File: config.mk
export PLATFORM = sky130hd
export DESIGN_NAME = iir_direct_form_filter
export DESIGN_NICKNAME = d
export VERILOG_FILES = /design/src/iirdf_pkg.sv /design/src/iirdf_coef.sv /design/src/iirdf_mac.sv /design/src/iir_direct_form_filter.sv
export SDC_FILE = /design/constraint.sdc
export NUM_CORES = 2
export LEC_CHECK = 0
export ABC_AREA = 1
export BUFFER_PORTS_ARGS = -buffer_cell sky130_fd_sc_hd__buf_2
export CORE_ASPECT_RATIO = 1.25
export CORE_MARGIN = 4
export CORE_UTILIZATION = 40
export CTS_BUF_LIST = sky130_fd_sc_hd__clkbuf_8
export DETAILED_ROUTE_END_ITERATION = 10
export PLACE_DENSITY = 0.62
export SLEW_MARGIN = 30
export SYNTH_ARGS = -nofsm -noshare
export SYNTH_HDL_FRONTEND = slang
export SYNTH_HIERARCHICAL = 1
export SYNTH_SLANG_ARGS = --single-unit
File: constraint.sdc
create_clock -name clk -period 8.5 [get_ports clk]
set_clock_uncertainty 0.15 [all_clocks]
set_input_delay 0.425 -clock clk [delete_from_list [all_inputs] [get_ports clk]]
set_output_delay 0.425 -clock clk [all_outputs]
set_load 0.02 [all_outputs]
File: src/iirdf_pkg.sv
`default_nettype none
// ----------------------------------------------------------------------------
// iirdf_pkg: shared constants and types of the direct-form-I IIR filter
// Widths, register map, sequencer states and the MAC control bundle.
// ----------------------------------------------------------------------------
package iirdf_pkg;

	// Filter order; taps above it are never used.
	localparam int ORDER     = 3;

	localparam int SAMPLE_W  = 16;  // input and output samples
	localparam int COEF_W    = 32;  // Q8.24 coefficients
	localparam int HIST_W    = 24;  // Q16.8 output history
	localparam int FRAC_Y    = 8;   // fraction bits of the output history
	localparam int COEF_FRAC = 24;  // fraction bits of a coefficient
	localparam int OPA_W     = HIST_W;
	localparam int PROD_W    = OPA_W + COEF_W;
	localparam int ACC_W     = 60;
	localparam int HFULL_W   = ACC_W - COEF_FRAC;

	localparam int TAP_W     = $clog2(ORDER + 1);
	localparam int HIDX_W    = (ORDER > 1) ? $clog2(ORDER) : 1;

	// Register map: feedforward b0..b3 at 0..3, feedback a1..a3 at 4..6.
	localparam int CFG_IDX_W = 3;
	localparam logic [CFG_IDX_W-1:0] REG_FF_BASE = 3'd0;
	localparam logic [CFG_IDX_W-1:0] REG_FB_BASE = 3'd4;

	localparam logic signed [COEF_W-1:0] FF0_RESET = 32'sd16777216;

	typedef enum logic [2:0] {
		ST_IDLE,
		ST_MAC,
		ST_DRAIN,
		ST_RND,
		ST_FIN
	} seq_state_t;

	typedef struct packed {
		logic clr;
		logic en;
		logic neg;
	} mac_ctl_t;

endpackage
`default_nettype wire

File: src/iirdf_coef.sv
`default_nettype none
// ----------------------------------------------------------------------------
// iirdf_coef: coefficient register file
// Holds b0..bORDER and a1..aORDER, written through the configuration port and
// read one at a time by the sequencer.
// ----------------------------------------------------------------------------
module iirdf_coef import iirdf_pkg::*; (
	input  wire logic                     clk,
	input  wire logic                     arst_n,
	input  wire logic                     cfg_we,
	input  wire logic [CFG_IDX_W-1:0]     cfg_index,
	input  wire logic [COEF_W-1:0]        cfg_data,
	input  wire logic [TAP_W-1:0]         tap,
	input  wire logic [HIDX_W-1:0]        hidx,
	input  wire logic                     fb_sel,
	output logic signed [COEF_W-1:0]      coef
);

	logic signed [COEF_W-1:0] ff_q [ORDER+1];
	logic signed [COEF_W-1:0] fb_q [ORDER];

	always_ff @(posedge clk or negedge arst_n) begin
		if (!arst_n) begin
			for (int i = 0; i <= ORDER; i++) begin
				ff_q[i] <= (i == 0) ? FF0_RESET : '0;
			end
			for (int i = 0; i < ORDER; i++) begin
				fb_q[i] <= '0;
			end
		end else if (cfg_we) begin
			if (cfg_index <= REG_FF_BASE + CFG_IDX_W'(ORDER)) begin
				ff_q[cfg_index[TAP_W-1:0]] <= cfg_data;
			end else if (cfg_index >= REG_FB_BASE &&
			             cfg_index < REG_FB_BASE + CFG_IDX_W'(ORDER)) begin
				fb_q[HIDX_W'(cfg_index - REG_FB_BASE)] <= cfg_data;
			end
		end
	end

	assign coef = fb_sel ? fb_q[hidx] : ff_q[tap];

endmodule
`default_nettype wire

File: src/iirdf_mac.sv
`default_nettype none
// ----------------------------------------------------------------------------
// iirdf_mac: shared multiply-accumulate unit
// One signed 24x32 multiply into a product register, then add or subtract
// into a 60-bit accumulator on the following cycle.
// ----------------------------------------------------------------------------
module iirdf_mac import iirdf_pkg::*; (
	input  wire logic                     clk,
	input  wire logic                     arst_n,
	input  wire mac_ctl_t                 ctl,
	input  wire logic signed [OPA_W-1:0]  opa,
	input  wire logic signed [COEF_W-1:0] opb,
	output logic signed [ACC_W-1:0]       acc
);

	logic signed [PROD_W-1:0] prod_s1;
	logic                     vld_s1;
	logic                     neg_s1;
	logic signed [ACC_W-1:0]  acc_q;
	logic signed [ACC_W-1:0]  prod_ext;

	always_ff @(posedge clk) begin
		prod_s1 <= PROD_W'(opa * opb);
	end

	always_ff @(posedge clk or negedge arst_n) begin
		if (!arst_n) begin
			vld_s1 <= 1'b0;
			neg_s1 <= 1'b0;
		end else begin
			vld_s1 <= ctl.en;
			neg_s1 <= ctl.neg;
		end
	end

	assign prod_ext = ACC_W'(prod_s1);

	always_ff @(posedge clk or negedge arst_n) begin
		if (!arst_n) begin
			acc_q <= '0;
		end else if (ctl.clr) begin
			acc_q <= '0;
		end else if (vld_s1) begin
			acc_q <= neg_s1 ? acc_q - prod_ext : acc_q + prod_ext;
		end
	end

	assign acc = acc_q;

endmodule
`default_nettype wire

File: src/iir_direct_form_filter.sv
`default_nettype none
// ----------------------------------------------------------------------------
// iir_direct_form_filter: streaming direct-form-I IIR filter
// y[n] = sum b_k x[n-k] - sum a_k y[n-k], one shared MAC under a sequencer,
// rounded to Q16.8 history and to a saturated 16-bit output.
// ----------------------------------------------------------------------------
//  channel   direction  handshake               payload
//  s_axis    in         s_axis_tvalid/tready    tdata: sample_in, tuser: first_of_record
//  m_axis    out        m_axis_tvalid/tready    tdata: sample_out, tuser: clipped
//  cfg       in         cfg_we                  cfg_index, cfg_data
//
// An item passes through the sequencer one step at a time: the single multiplier
// takes one tap per cycle in ST_MAC, ST_DRAIN empties its product register, and
// ST_RND and ST_FIN round the result; a new item is taken only back in ST_IDLE.
// Reset restores b0 to 1.0, all other coefficients and both histories to zero.
// A result not taken holds the sequencer in its final step; input is not
// accepted until the sequencer is idle again.
// ----------------------------------------------------------------------------
module iir_direct_form_filter import iirdf_pkg::*; (
	input  wire logic                   clk,
	input  wire logic                   arst_n,
	input  wire logic                   s_axis_tvalid,
	output logic                        s_axis_tready,
	input  wire logic [SAMPLE_W-1:0]    s_axis_tdata,   // [15:0] sample_in
	input  wire logic                   s_axis_tuser,   // [0] first_of_record
	output logic                        m_axis_tvalid,
	input  wire logic                   m_axis_tready,
	output logic [SAMPLE_W-1:0]         m_axis_tdata,   // [15:0] sample_out
	output logic                        m_axis_tuser,   // [0] clipped
	input  wire logic                   cfg_we,
	input  wire logic [CFG_IDX_W-1:0]   cfg_index,
	input  wire logic [COEF_W-1:0]      cfg_data
);

	localparam logic signed [HFULL_W-1:0] H_MAX = HFULL_W'(2**(HIST_W-1) - 1);
	localparam logic signed [HFULL_W-1:0] H_MIN = HFULL_W'(-(2**(HIST_W-1)));
	localparam logic signed [HIST_W-FRAC_Y:0] O_MAX =
		(HIST_W-FRAC_Y+1)'(2**(SAMPLE_W-1) - 1);
	localparam logic signed [HIST_W-FRAC_Y:0] O_MIN =
		(HIST_W-FRAC_Y+1)'(-(2**(SAMPLE_W-1)));

	seq_state_t state_q, state_d;
	logic [TAP_W-1:0]  tap_q, tap_d;
	logic              fb_q, fb_d;
	logic [HIDX_W-1:0] hidx;
	mac_ctl_t          mac_ctl;

	logic signed [SAMPLE_W-1:0] x_q;
	logic signed [SAMPLE_W-1:0] in_hist_q  [ORDER];
	logic signed [HIST_W-1:0]   out_hist_q [ORDER];

	logic signed [OPA_W-1:0]  opa;
	logic signed [COEF_W-1:0] coef;
	logic signed [ACC_W-1:0]  acc;

	logic signed [ACC_W-1:0]   hsum;
	logic signed [HFULL_W-1:0] hfull;
	logic signed [HIST_W-1:0]  h_q;
	logic                      hclip_q;
	logic signed [HIST_W:0]    osum;
	logic signed [HIST_W-FRAC_Y:0] ofull;
	logic signed [SAMPLE_W-1:0] o_sat;
	logic                      oclip;

	logic out_vld_q;
	logic [SAMPLE_W-1:0] out_data_q;
	logic out_clip_q;

	logic accept;
	logic adv;

	assign accept = s_axis_tvalid && s_axis_tready;
	assign adv    = (state_q == ST_FIN) && (!out_vld_q || m_axis_tready);
	assign hidx   = (tap_q == '0) ? '0 : HIDX_W'(tap_q - 1'b1);

	// Sequencer
	always_ff @(posedge clk or negedge arst_n) begin
		if (!arst_n) begin
			state_q <= ST_IDLE;
			tap_q   <= '0;
			fb_q    <= 1'b0;
		end else begin
			state_q <= state_d;
			tap_q   <= tap_d;
			fb_q    <= fb_d;
		end
	end

	always_comb begin
		state_d       = state_q;
		tap_d         = tap_q;
		fb_d          = fb_q;
		mac_ctl       = '0;
		s_axis_tready = 1'b0;
		unique case (state_q)
			ST_IDLE: begin
				s_axis_tready = 1'b1;
				if (s_axis_tvalid) begin
					mac_ctl.clr = 1'b1;
					tap_d       = '0;
					fb_d        = 1'b0;
					state_d     = ST_MAC;
				end
			end
			ST_MAC: begin
				mac_ctl.en  = 1'b1;
				mac_ctl.neg = fb_q;
				if (tap_q == TAP_W'(ORDER) && fb_q) begin
					state_d = ST_DRAIN;
				end else if (tap_q == '0 || fb_q) begin
					tap_d = tap_q + 1'b1;
					fb_d  = 1'b0;
				end else begin
					fb_d = 1'b1;
				end
			end
			ST_DRAIN: state_d = ST_RND;
			ST_RND:   state_d = ST_FIN;
			ST_FIN: begin
				if (adv) begin
					state_d = ST_IDLE;
				end
			end
			default: state_d = ST_IDLE;
		endcase
	end

	// Operand selection for the shared MAC
	always_comb begin
		if (fb_q) begin
			opa = out_hist_q[hidx];
		end else if (tap_q == '0) begin
			opa = {x_q, {FRAC_Y{1'b0}}};
		end else begin
			opa = {in_hist_q[hidx], {FRAC_Y{1'b0}}};
		end
	end

	iirdf_coef u_coef (
		.clk       (clk),
		.arst_n    (arst_n),
		.cfg_we    (cfg_we),
		.cfg_index (cfg_index),
		.cfg_data  (cfg_data),
		.tap       (tap_q),
		.hidx      (hidx),
		.fb_sel    (fb_q),
		.coef      (coef)
	);

	iirdf_mac u_mac (
		.clk    (clk),
		.arst_n (arst_n),
		.ctl    (mac_ctl),
		.opa    (opa),
		.opb    (coef),
		.acc    (acc)
	);

	always_ff @(posedge clk) begin
		if (accept) begin
			x_q <= s_axis_tdata;
		end
	end

	// Round the Q.32 sum to Q16.8 history with saturation.
	assign hsum  = acc + (ACC_W'(1) <<< (COEF_FRAC - 1));
	assign hfull = hsum[ACC_W-1:COEF_FRAC];

	always_ff @(posedge clk) begin
		if (state_q == ST_RND) begin
			if (hfull > H_MAX) begin
				h_q     <= H_MAX[HIST_W-1:0];
				hclip_q <= 1'b1;
			end else if (hfull < H_MIN) begin
				h_q     <= H_MIN[HIST_W-1:0];
				hclip_q <= 1'b1;
			end else begin
				h_q     <= hfull[HIST_W-1:0];
				hclip_q <= 1'b0;
			end
		end
	end

	// Round the history value to an integer sample with saturation.
	assign osum  = {h_q[HIST_W-1], h_q} + (HIST_W+1)'(2**(FRAC_Y-1));
	assign ofull = osum[HIST_W:FRAC_Y];

	always_comb begin
		oclip = 1'b1;
		if (ofull > O_MAX) begin
			o_sat = O_MAX[SAMPLE_W-1:0];
		end else if (ofull < O_MIN) begin
			o_sat = O_MIN[SAMPLE_W-1:0];
		end else begin
			o_sat = ofull[SAMPLE_W-1:0];
			oclip = 1'b0;
		end
	end

	// Histories: cleared at the start of a record, shifted when a result retires.
	always_ff @(posedge clk or negedge arst_n) begin
		if (!arst_n) begin
			for (int i = 0; i < ORDER; i++) begin
				in_hist_q[i]  <= '0;
				out_hist_q[i] <= '0;
			end
		end else if (accept && s_axis_tuser) begin
			for (int i = 0; i < ORDER; i++) begin
				in_hist_q[i]  <= '0;
				out_hist_q[i] <= '0;
			end
		end else if (adv) begin
			for (int i = ORDER - 1; i > 0; i--) begin
				in_hist_q[i]  <= in_hist_q[i-1];
				out_hist_q[i] <= out_hist_q[i-1];
			end
			in_hist_q[0]  <= x_q;
			out_hist_q[0] <= h_q;
		end
	end

	// Output register
	always_ff @(posedge clk or negedge arst_n) begin
		if (!arst_n) begin
			out_vld_q <= 1'b0;
		end else if (adv) begin
			out_vld_q <= 1'b1;
		end else if (m_axis_tready) begin
			out_vld_q <= 1'b0;
		end
	end

	always_ff @(posedge clk) begin
		if (adv) begin
			out_data_q <= o_sat;
			out_clip_q <= hclip_q | oclip;
		end
	end

	assign m_axis_tvalid = out_vld_q;
	assign m_axis_tdata  = out_data_q;
	assign m_axis_tuser  = out_clip_q;

	// Checks
	a_busy_after_accept: assert property (@(posedge clk) disable iff (!arst_n)
		accept |=> !s_axis_tready)
		else $error("input accepted while a sample is still being filtered");

	a_round_after_drain: assert property (@(posedge clk) disable iff (!arst_n)
		state_q == ST_RND |-> $past(state_q) == ST_DRAIN)
		else $error("rounding started before the last product was accumulated");

	a_tap_range: assert property (@(posedge clk) disable iff (!arst_n)
		tap_q <= TAP_W'(ORDER))
		else $error("tap counter ran past the filter order");

	a_out_from_fin: assert property (@(posedge clk) disable iff (!arst_n)
		$rose(m_axis_tvalid) |-> $past(state_q) == ST_FIN)
		else $error("result presented outside the final step");

endmodule
`default_nettype wire
==> metrics <==
proportion of layout cells with a drive suffix above 1=6.95%; Tot GR Track Use=24.3%; GRT busiest layer=met2; minimum clock period=8.17 ns; routed len/inst=18.4 µm; # rows=157; fillers=14800; IO Pins=76; register area share after synthesis=22.4%; post-layout util=44.4%; Synth warnings=6; synthesized area=0.0588 mm²; global-route wire length before repair=291000 µm; total gr overflow=0; RSZ-0062 raised after global routing=false; total CTS buffers=96; clk root buf=clkbuf_8; CP required=9.05 ns; deepest clock path buffer count=3; Starting Density=40.2%; placer's final routability congestion estimate=0.980; largest net degree at the start of global routing=146; max frequency=0.122 GHz; die height=437 µm; worst r2r src=tap_q[0]$_DFFE_PN0P_; commonest non-fill, non-tap cell in the layout=nand2_1; largest stage delay on the critical path=0.66 ns; Critical-path top delay cell=fa_2; H-tree Lvls=3; reg2reg end=u_mac/prod_s1[44]$_DFF_P_; Sink Count=527; clk_lat worst skew=0.87 ns; measured slew at the worst slew-check pin=0.956 ns; die area=0.153 mm²; largest cells by area after synthesis=fa_1 27%, dfrtp_1 18%, nand2_1 15%, inv_1 12%, ha_1 4.6%; Critical Path Start Type=flop; commonest cells after routing, fill and taps aside=2278 x nand2_1, 1885 x inv_1, 781 x fa_1; vias in the first global route=51700; FF+latch area=0.0132 mm²; FF-to-FF path depth=32; period utilisation layout=96.1%; DRT Pass-1 Iters=5; post-DR vias/cell=4.99; multi-input logic area=0.0375 mm²; R2R setup slack=0.33 ns; Slew Viols, Final=0; critical path type=flop to flop; critical path fanouts, max=48; status=complete, no violations; via count=49800; final setup TNS=0 ns; met2 usage=42.7%; synthesis-to-finish area growth=10.5%; worst min path class=primary input to async pin; Buffers on Ports=75; CTS clock-pin slew for the worst setup and hold paths=0.06 ns; Max Cap Viol=0; slew margin rel.=35.8%; Yosys reg bits=527; antenna-violating nets left=0; Crit. End Element=flop; # setup viols final=0; Netlist cell types=59; initial antenna violation count=3; Critical Path AT=8.72 ns; Die W=351 µm; core footprint=0.146 mm²; most frequent CP cell=inv_1; Final nets=9042; final hold vios=0; Post-Syn Instances=7896; Yosys top cell area share=26.7%; DRC viols=0; met3 GRT Util=2.50%; TritonCTS clock tree=built; Post-Syn Nets=8953; Global Route met1 Usage=30.1%; Routed WL=183000 µm; area leader, netlist=fa_1; placed wire-length estimate=146000 µm; Synth Area per Inst=7.45 µm²; DR iter-0 viols=3366
per-layer routing:
metal / vias to the layer above / wire length [µm]
met5: - / 0
met4: 0 / 9340
met3: 413 / 8090
met2: 1407 / 91800
met1: 24300 / 73900
li1: 23600 / -
repair_timing:
item,in CTS,in global routing
pin swaps,0,2
hold buffers,51,0
endpoints found under the hold margin,334,0
endpoints found under the setup margin,1,26
buffers inserted,0,1
resized for setup,1,25
how the worst max path moves through the flow:
stage,from,end,slack [ns]
finish,tap_q[0]$_DFFE_PN0P_,u_mac/prod_s1[44]$_DFF_P_,0.33
floorplan,tap_q[0]$_DFFE_PN0P_,u_mac/prod_s1[55]$_DFF_P_,0.48
global placement,tap_q[0]$_DFFE_PN0P_,u_mac/prod_s1[44]$_DFF_P_,0.02
CTS,tap_q[0]$_DFFE_PN0P_,u_mac/prod_s1[44]$_DFF_P_,0.05
global route,tap_q[0]$_DFFE_PN0P_,u_mac/prod_s1[44]$_DFF_P_,0.002
detailed placement,tap_q[0]$_DFFE_PN0P_,u_mac/prod_s1[44]$_DFF_P_,-0.05
cell type report:
| cell class | count | share of cell area [%] |
|---|---|---|
| multi-input cells | 5189 | 57.7 |
| flip-flops and latches | 527 | 20.3 |
| inverters | 1887 | 10.9 |
| repair buffers | 284 | 4.11 |
| well taps | 1908 | 3.67 |
| clock buffers | 118 | 2.50 |
| clock inverters | 53 | 0.780 |
| diodes | 4 | 0.0154 |
state kept, by name, indices dropped and copies added (netlist names), 2 cells and up:
register	count
u_coef/ff_q	128
u_coef/fb_q	96
out_hist_q	72
u_mac/acc	60
u_mac/prod_s1	56
in_hist_q	48
h_q	24
m_axis_tdata	16
x_q	16
state_q	3
tap_q	2
per-stage QoR:
step	hold WS, ns	setup slack (ns)	cell area, µm²	std cells
after floorplan	-0.0206	0.482	58800	7896
after global placement	0.297	0.0226	62200	9743
after detailed placement	0.300	-0.0518	62200	9743
after CTS	0.0373	0.0548	64900	9965
after global routing	0.110	0.00170	65000	9970
final	0.0443	0.331	65000	9970
cell families after synthesis:
group | share of synthesized area (%)
flip-flops | 22.4
AO/OA/AOI/OAI | 8.09
XOR/XNOR | 2.10
AND/OR/NAND/NOR | 22.0
adder cells (fa/ha/maj) | 31.3
buffers and inverters | 14.1
critical path, delay by kind of cell (launching register included):
kind	cells	cell delay, ns
adders and majority gates	9	4.36
buffers and inverters	12	1.45
and+or+nand+nor	7	0.97
AOI/OAI and AO/OA	3	0.46
DFF	1	0.41
xor gates and xnor gates	1	0.22
cell usage after synthesis, drive strengths merged:
cell	instances
a21boi	8
a21o	9
a21oi	214
a31oi	7
a32o	2
and2	4
and3	5
buf	64
clkbuf	229
clkinv	2
dfrtp	412
dfstp	1
dfxtp	56
edfxtp	58
fa	784
ha	216
inv	1885
nand2	2328
nand3	270
nand3b	18
nand4	46
nor2	437
nor3	34
nor3b	1
nor4	11
o211ai	17
o21a	3
o21ai	504
o21bai	29
o22ai	85
o311ai	1
o31ai	4
or2	12
or3	1
xnor2	45
xor2	94
Power is not shown: default switching activity piles up to over one toggle a cycle in this logic, so the estimate is an artifact.
